[src/sv/nps_pkg.sv]
// Shared types and codes for the nearest point search block.
package nps_pkg;

	// Operation codes
	localparam logic [1:0] OP_INSERT = 2'd0;
	localparam logic [1:0] OP_QUERY  = 2'd1;
	localparam logic [1:0] OP_CLEAR  = 2'd2;

	// Status codes
	localparam logic [1:0] ST_OK    = 2'd0;
	localparam logic [1:0] ST_FULL  = 2'd1;
	localparam logic [1:0] ST_EMPTY = 2'd2;

	// Squared distance of two Q8.8 points fits in 33 bits
	localparam int DIST_W = 33;
	localparam int SQ_W   = 32;

	// Stored point, x in the low half
	typedef struct packed {
		logic signed [15:0] y;
		logic signed [15:0] x;
	} point_t;

	typedef struct packed {
		logic [1:0]         operation;
		logic signed [15:0] point_x;
		logic signed [15:0] point_y;
	} req_t;

	typedef struct packed {
		logic signed [15:0] nearest_x;
		logic signed [15:0] nearest_y;
		logic [7:0]         nearest_index;
		logic [8:0]         stored_count;
		logic [1:0]         status;
	} rsp_t;

endpackage

[src/sv/nps_dist.sv]
// Shared squared-distance unit: difference, square, sum over three stages.
module nps_dist
	import nps_pkg::*;
#(
	parameter int IW = 8
) (
	input  logic              clk,
	input  logic              arst_n,
	input  logic              in_valid,
	input  logic              in_last,
	input  logic [IW-1:0]     in_index,
	input  point_t            in_point,
	input  point_t            query,
	output logic              out_valid,
	output logic              out_last,
	output logic [IW-1:0]     out_index,
	output point_t            out_point,
	output logic [DIST_W-1:0] out_dist
);

	logic                     valid_s1, valid_s2, valid_s3;
	logic                     last_s1, last_s2, last_s3;
	logic [IW-1:0]            idx_s1, idx_s2, idx_s3;
	point_t                   pt_s1, pt_s2, pt_s3;
	logic signed [16:0]       dx_s1, dy_s1;
	logic [SQ_W-1:0]          sqx_s2, sqy_s2;
	logic [DIST_W-1:0]        dist_s3;
	logic signed [33:0]       prod_x, prod_y;

	// squares are nonnegative and below 2^32
	assign prod_x = dx_s1 * dx_s1;
	assign prod_y = dy_s1 * dy_s1;

	// valid and last tags
	always_ff @(posedge clk or negedge arst_n) begin
		if (!arst_n) begin
			valid_s1 <= 1'b0;
			valid_s2 <= 1'b0;
			valid_s3 <= 1'b0;
			last_s1  <= 1'b0;
			last_s2  <= 1'b0;
			last_s3  <= 1'b0;
		end else begin
			valid_s1 <= in_valid;
			valid_s2 <= valid_s1;
			valid_s3 <= valid_s2;
			last_s1  <= in_valid & in_last;
			last_s2  <= last_s1;
			last_s3  <= last_s2;
		end
	end

	// datapath
	always_ff @(posedge clk) begin
		dx_s1   <= {in_point.x[15], in_point.x} - {query.x[15], query.x};
		dy_s1   <= {in_point.y[15], in_point.y} - {query.y[15], query.y};
		idx_s1  <= in_index;
		pt_s1   <= in_point;
		sqx_s2  <= prod_x[SQ_W-1:0];
		sqy_s2  <= prod_y[SQ_W-1:0];
		idx_s2  <= idx_s1;
		pt_s2   <= pt_s1;
		dist_s3 <= {1'b0, sqx_s2} + {1'b0, sqy_s2};
		idx_s3  <= idx_s2;
		pt_s3   <= pt_s2;
	end

	assign out_valid = valid_s3;
	assign out_last  = last_s3;
	assign out_index = idx_s3;
	assign out_point = pt_s3;
	assign out_dist  = dist_s3;

endmodule

[config.mk]
export PLATFORM = sky130hd
export DESIGN_NAME = nps_dist
export DESIGN_NICKNAME = d
export VERILOG_FILES = /design/src/sv/nps_pkg.sv /design/src/sv/nps_dist.sv
export SDC_FILE = /design/constraint.sdc
export NUM_CORES = 2
export LEC_CHECK = 0
export ABC_CLOCK_PERIOD_IN_PS = 8300
export BUFFER_PORTS_ARGS = -buffer_cell sky130_fd_sc_hd__buf_2
export CAP_MARGIN = 40
export CORE_MARGIN = 10
export CORE_UTILIZATION = 64
export DETAILED_ROUTE_END_ITERATION = 8
export MAX_ROUTING_LAYER = met4
export PLACE_DENSITY_LB_ADDON = 0.05
export SETUP_SLACK_MARGIN = 0.02
export SYNTH_ARGS = -nofsm -noshare
export SYNTH_HDL_FRONTEND = slang
export SYNTH_SLANG_ARGS = --single-unit
[constraint.sdc]
create_clock -name clk -period 8.3 [get_ports clk]
set_clock_uncertainty 0.15 [all_clocks]
set_input_delay 1.66 -clock clk [delete_from_list [all_inputs] [get_ports clk]]
set_output_delay 1.66 -clock clk [all_outputs]
set_load 0.05 [all_outputs]
# Yosys cells after proc, flatten, opt, wreduce, memory -nomap -nowiden
# Index checks and enable logic that the tools add are counted.
# classes
n_addsub	3
mul	2
n_bitwise	1
# ops
operator	n
$mul A17 B17 Y32	2
$sub A16 B16 Y17	2
$add A32 B32 Y33	1
$and A1 B1 Y1	1
# word_totals
ff_bits	257
input_bits	76
output_inout_bits	75
elab_cells	26

# Logic depth before layout (Yosys ltp)
# logic_depth
ltp_word	1
mapped_depth	25
mapped_depth_nobuf	24

# Worst setup path after synthesis
# Ideal clock, no wire load.
# synth_path
kind	reg2reg
startpoint	register dx_s1[5]
endpoint	register sqx_s2[31]
setup_time_ps	72
arrival_time_ps	6145
required_time_ps	8078
slack_ps	1933
stages_incl_launch_ff	25
n_path_buf	2
period_less_slack_ps	6367
cell_sequence	dfxtp_1 -> clkbuf_1 -> clkbuf_1 -> nand2_1 -> fa_1 -> inv_1 -> fa_1 -> inv_1 -> fa_1 -> inv_1 -> fa_1 -> fa_1 -> inv_1 -> fa_1 -> inv_1 -> ha_1 -> a211oi_1 -> nand2_1 -> or3_1 -> o41ai_4 -> nor4_2 -> o41a_1 -> a211o_1 -> a21oi_2 -> xnor2_1
# synth_between
elab_chain_len	1
# synth_lines
item	line	text
from (decl)	nps_dist.sv:25	logic signed [16:0] dx_s1, dy_s1;
from (signal assigned)	nps_dist.sv:55	dx_s1 <= {in_point.x[15], in_point.x} - {query.x[15], query.x};
$mul A17 B17 Y32	nps_dist.sv:31	assign prod_x = dx_s1 * dx_s1;
via prod_x[31]	nps_dist.sv:28	logic signed [33:0] prod_x, prod_y;
to (signal assigned)	nps_dist.sv:59	sqx_s2 <= prod_x[SQ_W-1:0];
to (decl)	nps_dist.sv:26	logic [SQ_W-1:0] sqx_s2, sqy_s2;
# The timed path passes the listed nets, and every way through them passes these cells.

# Worst setup path after layout
# layout_path
startpoint	register dy_s1[4]
endpoint	register sqy_s2[31]
# layout_between
elab_chain_len	1
# layout_lines
item	line	text
from (decl)	nps_dist.sv:25	
from (signal assigned)	nps_dist.sv:56	dy_s1 <= {in_point.y[15], in_point.y} - {query.y[15], query.y};
$mul A17 B17 Y32	nps_dist.sv:32	assign prod_y = dy_s1 * dy_s1;
via prod_y[31]	nps_dist.sv:28	
to (signal assigned)	nps_dist.sv:60	sqy_s2 <= prod_y[SQ_W-1:0];
to (decl)	nps_dist.sv:26	
# The timed path passes the listed nets, and every way through them passes these cells.

==> impl_metrics.env <==
export IMPL_drtIter0Drc=912
export IMPL_cap_violations=0
export IMPL_postLayoutCellArea_um2=28900
export IMPL_crit_chain="and2_1 -> inv_1 -> fa_1 -> inv_1 -> fa_1 -> inv_1 -> fa_1 -> inv_1 -> ha_1 -> fa_1 -> inv_1 -> fa_1 -> inv_1 -> ha_1 -> nand2_1 -> or2_2 -> o221ai_1 -> a31oi_1 -> a31oi_1 -> a41o_1 -> a31o_1 -> a21oi_1 -> xor2_1"
export IMPL_final_cells=3381
export IMPL_synth_common_cells="732 x inv_1, 514 x fa_1, 249 x dfxtp_1"
export IMPL_grtUsageMet1=0.300
export IMPL_status="completed"
export IMPL_finalSetupTns_ns=0
export IMPL_synth_area_um2=26600
export IMPL_cts_tree="built"
export IMPL_die_area_um2=50200
export IMPL_viasPerCell=5.17
export IMPL_cp_common_cell="inv_1"
export IMPL_routed_wl_mm=54.8
export IMPL_cts_path_max_buffers=3
export IMPL_cp_end_kind="flip-flop"
export IMPL_cp_max_fo=19
export IMPL_cts_hold_fix_buffers=0
export IMPL_chipWidth_um=224
export IMPL_dieHeight_um=224
export IMPL_use_met2=0.398
export IMPL_yosys_area_top_type="fa_1"
export IMPL_arrival_ns=7.29
export IMPL_gr_total_overflow=0
export IMPL_clockRootBuffer="clkbuf_16"
export IMPL_wire_per_inst_um=16.2
export IMPL_start_kind="flip-flop"
export IMPL_min_period_ns=7.00
export IMPL_multiInputGateArea_um2=18600
export IMPL_start_util=0.649
export IMPL_worst_setup_path_type="reg -> reg"
export IMPL_final_antenna_net_count=0
export IMPL_slowest_stage="dfxtp_1"
export IMPL_globalplace_congestion=0.899
export IMPL_nNetsFinal=3647
export IMPL_finalSetupViolCount=0
export IMPL_clock_sinks=255
export IMPL_utilization=0.704
export IMPL_grt_pass1_vias=19500
export IMPL_ys_seq_area_frac=0.193
export IMPL_dpl_hpwl_mm=46.4
export IMPL_worstMarginPinSlew_ns=0.999
export IMPL_drc_errors=0
export IMPL_async_reset_ff_frac=0.0235
export IMPL_min_period_over_period=0.843
export IMPL_grt_pass1_wl_mm=93.7
export IMPL_top_usage_layer="met2"
export IMPL_grt_max_degree=23
export IMPL_synth_cell_types=61
export IMPL_io_buffers=150
export IMPL_register_area_um2=5130
export IMPL_drv_slew=0
export IMPL_dpl_cell_area_um2=27900
export IMPL_post_cts_buffers=0
export IMPL_holdPathStages=0
export IMPL_hold_violations=0
export IMPL_ys_seq_elements=255
export IMPL_synth_most_common_cell="inv_1"
export IMPL_synthCells=2687
export IMPL_drt_first_pass_iters=5
export IMPL_synth_area_per_cell_um2=9.91
export IMPL_cpPeakStageDelay_ns=0.98
export IMPL_cts_resized_gates=0
export IMPL_ff2ff_path_depth=23
export IMPL_grt_total_usage=0.238
export IMPL_clk_latency_ns=0.56
export IMPL_n_antenna_cell=0
export IMPL_syn_nets=3505
export IMPL_synth_top_area_share=0.386
export IMPL_htreeDepth=1
export IMPL_relSlewSlack=0.333
export IMPL_dp_cells=3330
export IMPL_num_fill_cells=3188
export IMPL_clock_fmax_mhz=143
export IMPL_hp_class="reg -> reg"
export IMPL_antenna_found_initial=3
export IMPL_rsz0062_at_grt="false"
export IMPL_yosys_warnings=0
export IMPL_syn2layout_area_growth_pct=8.45
export IMPL_ys_flop_type="dfxtp_1"
export IMPL_gr_usage_met3=0.0380
export IMPL_drive_gt1_frac=0.0811
export IMPL_clkSlewWorstSetupHoldPaths_ns=0.06
export IMPL_ioPinCount=151
export IMPL_required_ns=8.60
export IMPL_rows=74
export IMPL_netlist_top_cells_area="fa_1 39%, dfxtp_1 19%, ha_1 11%"
export IMPL_cts_buffers_inserted=29
export IMPL_num_vias=17500
export IMPL_synth_enable_flop_cells=0
export IMPL_coreArea_um2=41000
==> registers in the layout (all words and copies together) (netlist names) <==
register   count
sqx_s2        31
out_point     32
last_s2        1
pt_s2         32
valid_s2       1
dx_s1         17
valid_s1       1
idx_s2         8
out_valid      1
dy_s1         17
sqy_s2        31
out_last       1
idx_s1         8
last_s1        1
out_dist      33
pt_s1         32
out_index      8
==> kinds of logic after synthesis <==
family / count (synthesis) / share of synthesized area
muxes: 2 / 0.000846
and+or+nand+nor: 527 / 0.0948
xor gates and xnor gates: 139 / 0.0457
buffers and inverters: 781 / 0.110
AOI/OAI and AO/OA: 241 / 0.0622
adders and majority gates: 742 / 0.494
DFF: 255 / 0.193
==> per-layer routing <==
metal / wire length, um / vias to the layer above
met4: 1210 / 0
li1: - / 8279
met5: 0 / -
met3: 3160 / 79
met1: 23200 / 8781
met2: 27200 / 357
==> per-stage QoR <==
step                      hold WS, ns  worst slack (ns)
final                           0.173              1.30
after global routing            0.178              1.04
after CTS                       0.176              1.40
after detailed placement        0.162              1.44
after global placement          0.160              1.60
after floorplan                 0.160              1.93
==> area by class of cell <==
type                            count  area share
Inverter                          732      0.0951
Clock buffer                       34      0.0265
Clock inverter                     17     0.00602
Tap cell                          532      0.0231
Timing Repair Buffer              160      0.0287
Multi-Input combinational cell   1651       0.643
Sequential cell                   255       0.178
==> worst paths after layout <==
check | startpoint | end | slack (ns)
max in group asynchronous | arst_n | valid_s1$_DFF_PN0_ | 7.12
worst min register to register | pt_s2[17]$_DFF_P_ | out_point[17]$_DFF_P_ | 0.17
min in group asynchronous | arst_n | last_s1$_DFF_PN0_ | 0.75
worst max register to register | dy_s1[4]$_DFF_P_ | sqy_s2[31]$_DFF_P_ | 1.30
worst min-delay path | pt_s2[17]$_DFF_P_ | out_point[17]$_DFF_P_ | 0.17
worst max-delay path | dy_s1[4]$_DFF_P_ | sqy_s2[31]$_DFF_P_ | 1.30
==> worst max-delay path: cells and delay by family (launching register included) <==
| kind | cells | cell delay, ns |
|---|---|---|
| AND/OR/NAND/NOR | 3 | 0.67 |
| XOR/XNOR | 1 | 0.14 |
| buffers and inverters | 6 | 0.33 |
| flip-flops | 1 | 0.98 |
| AO/OA/AOI/OAI | 6 | 1.49 |
| adder cells (fa/ha/maj) | 7 | 3.13 |
==> placed cells by master (no fill, tap or decap), types with 5 or more instances in the layout <==
cell        count
nor2b_1        30
or2_2           5
clkbuf_16      29
nor2_1         91
a2111oi_0       6
xnor2_1       108
o21ai_0        31
nand2_1       201
inv_1         732
xor2_1         31
o21bai_1       10
a31o_2          5
buf_2         150
o21a_1         21
nor3_1         19
a31oi_1         9
dfrtp_1         6
dfxtp_1       249
a21o_1         25
a211oi_1       13
fa_1          514
nand3_1        23
ha_1          228
and2_1        111
a21oi_1        70
clkinvlp_4      5
nand2b_1       17
buf_4           9
o21ai_1         7
and3_1         13
or3_1          10
Power is not shown: default switching activity piles up to over one toggle a cycle in this logic, so the estimate is an artifact.
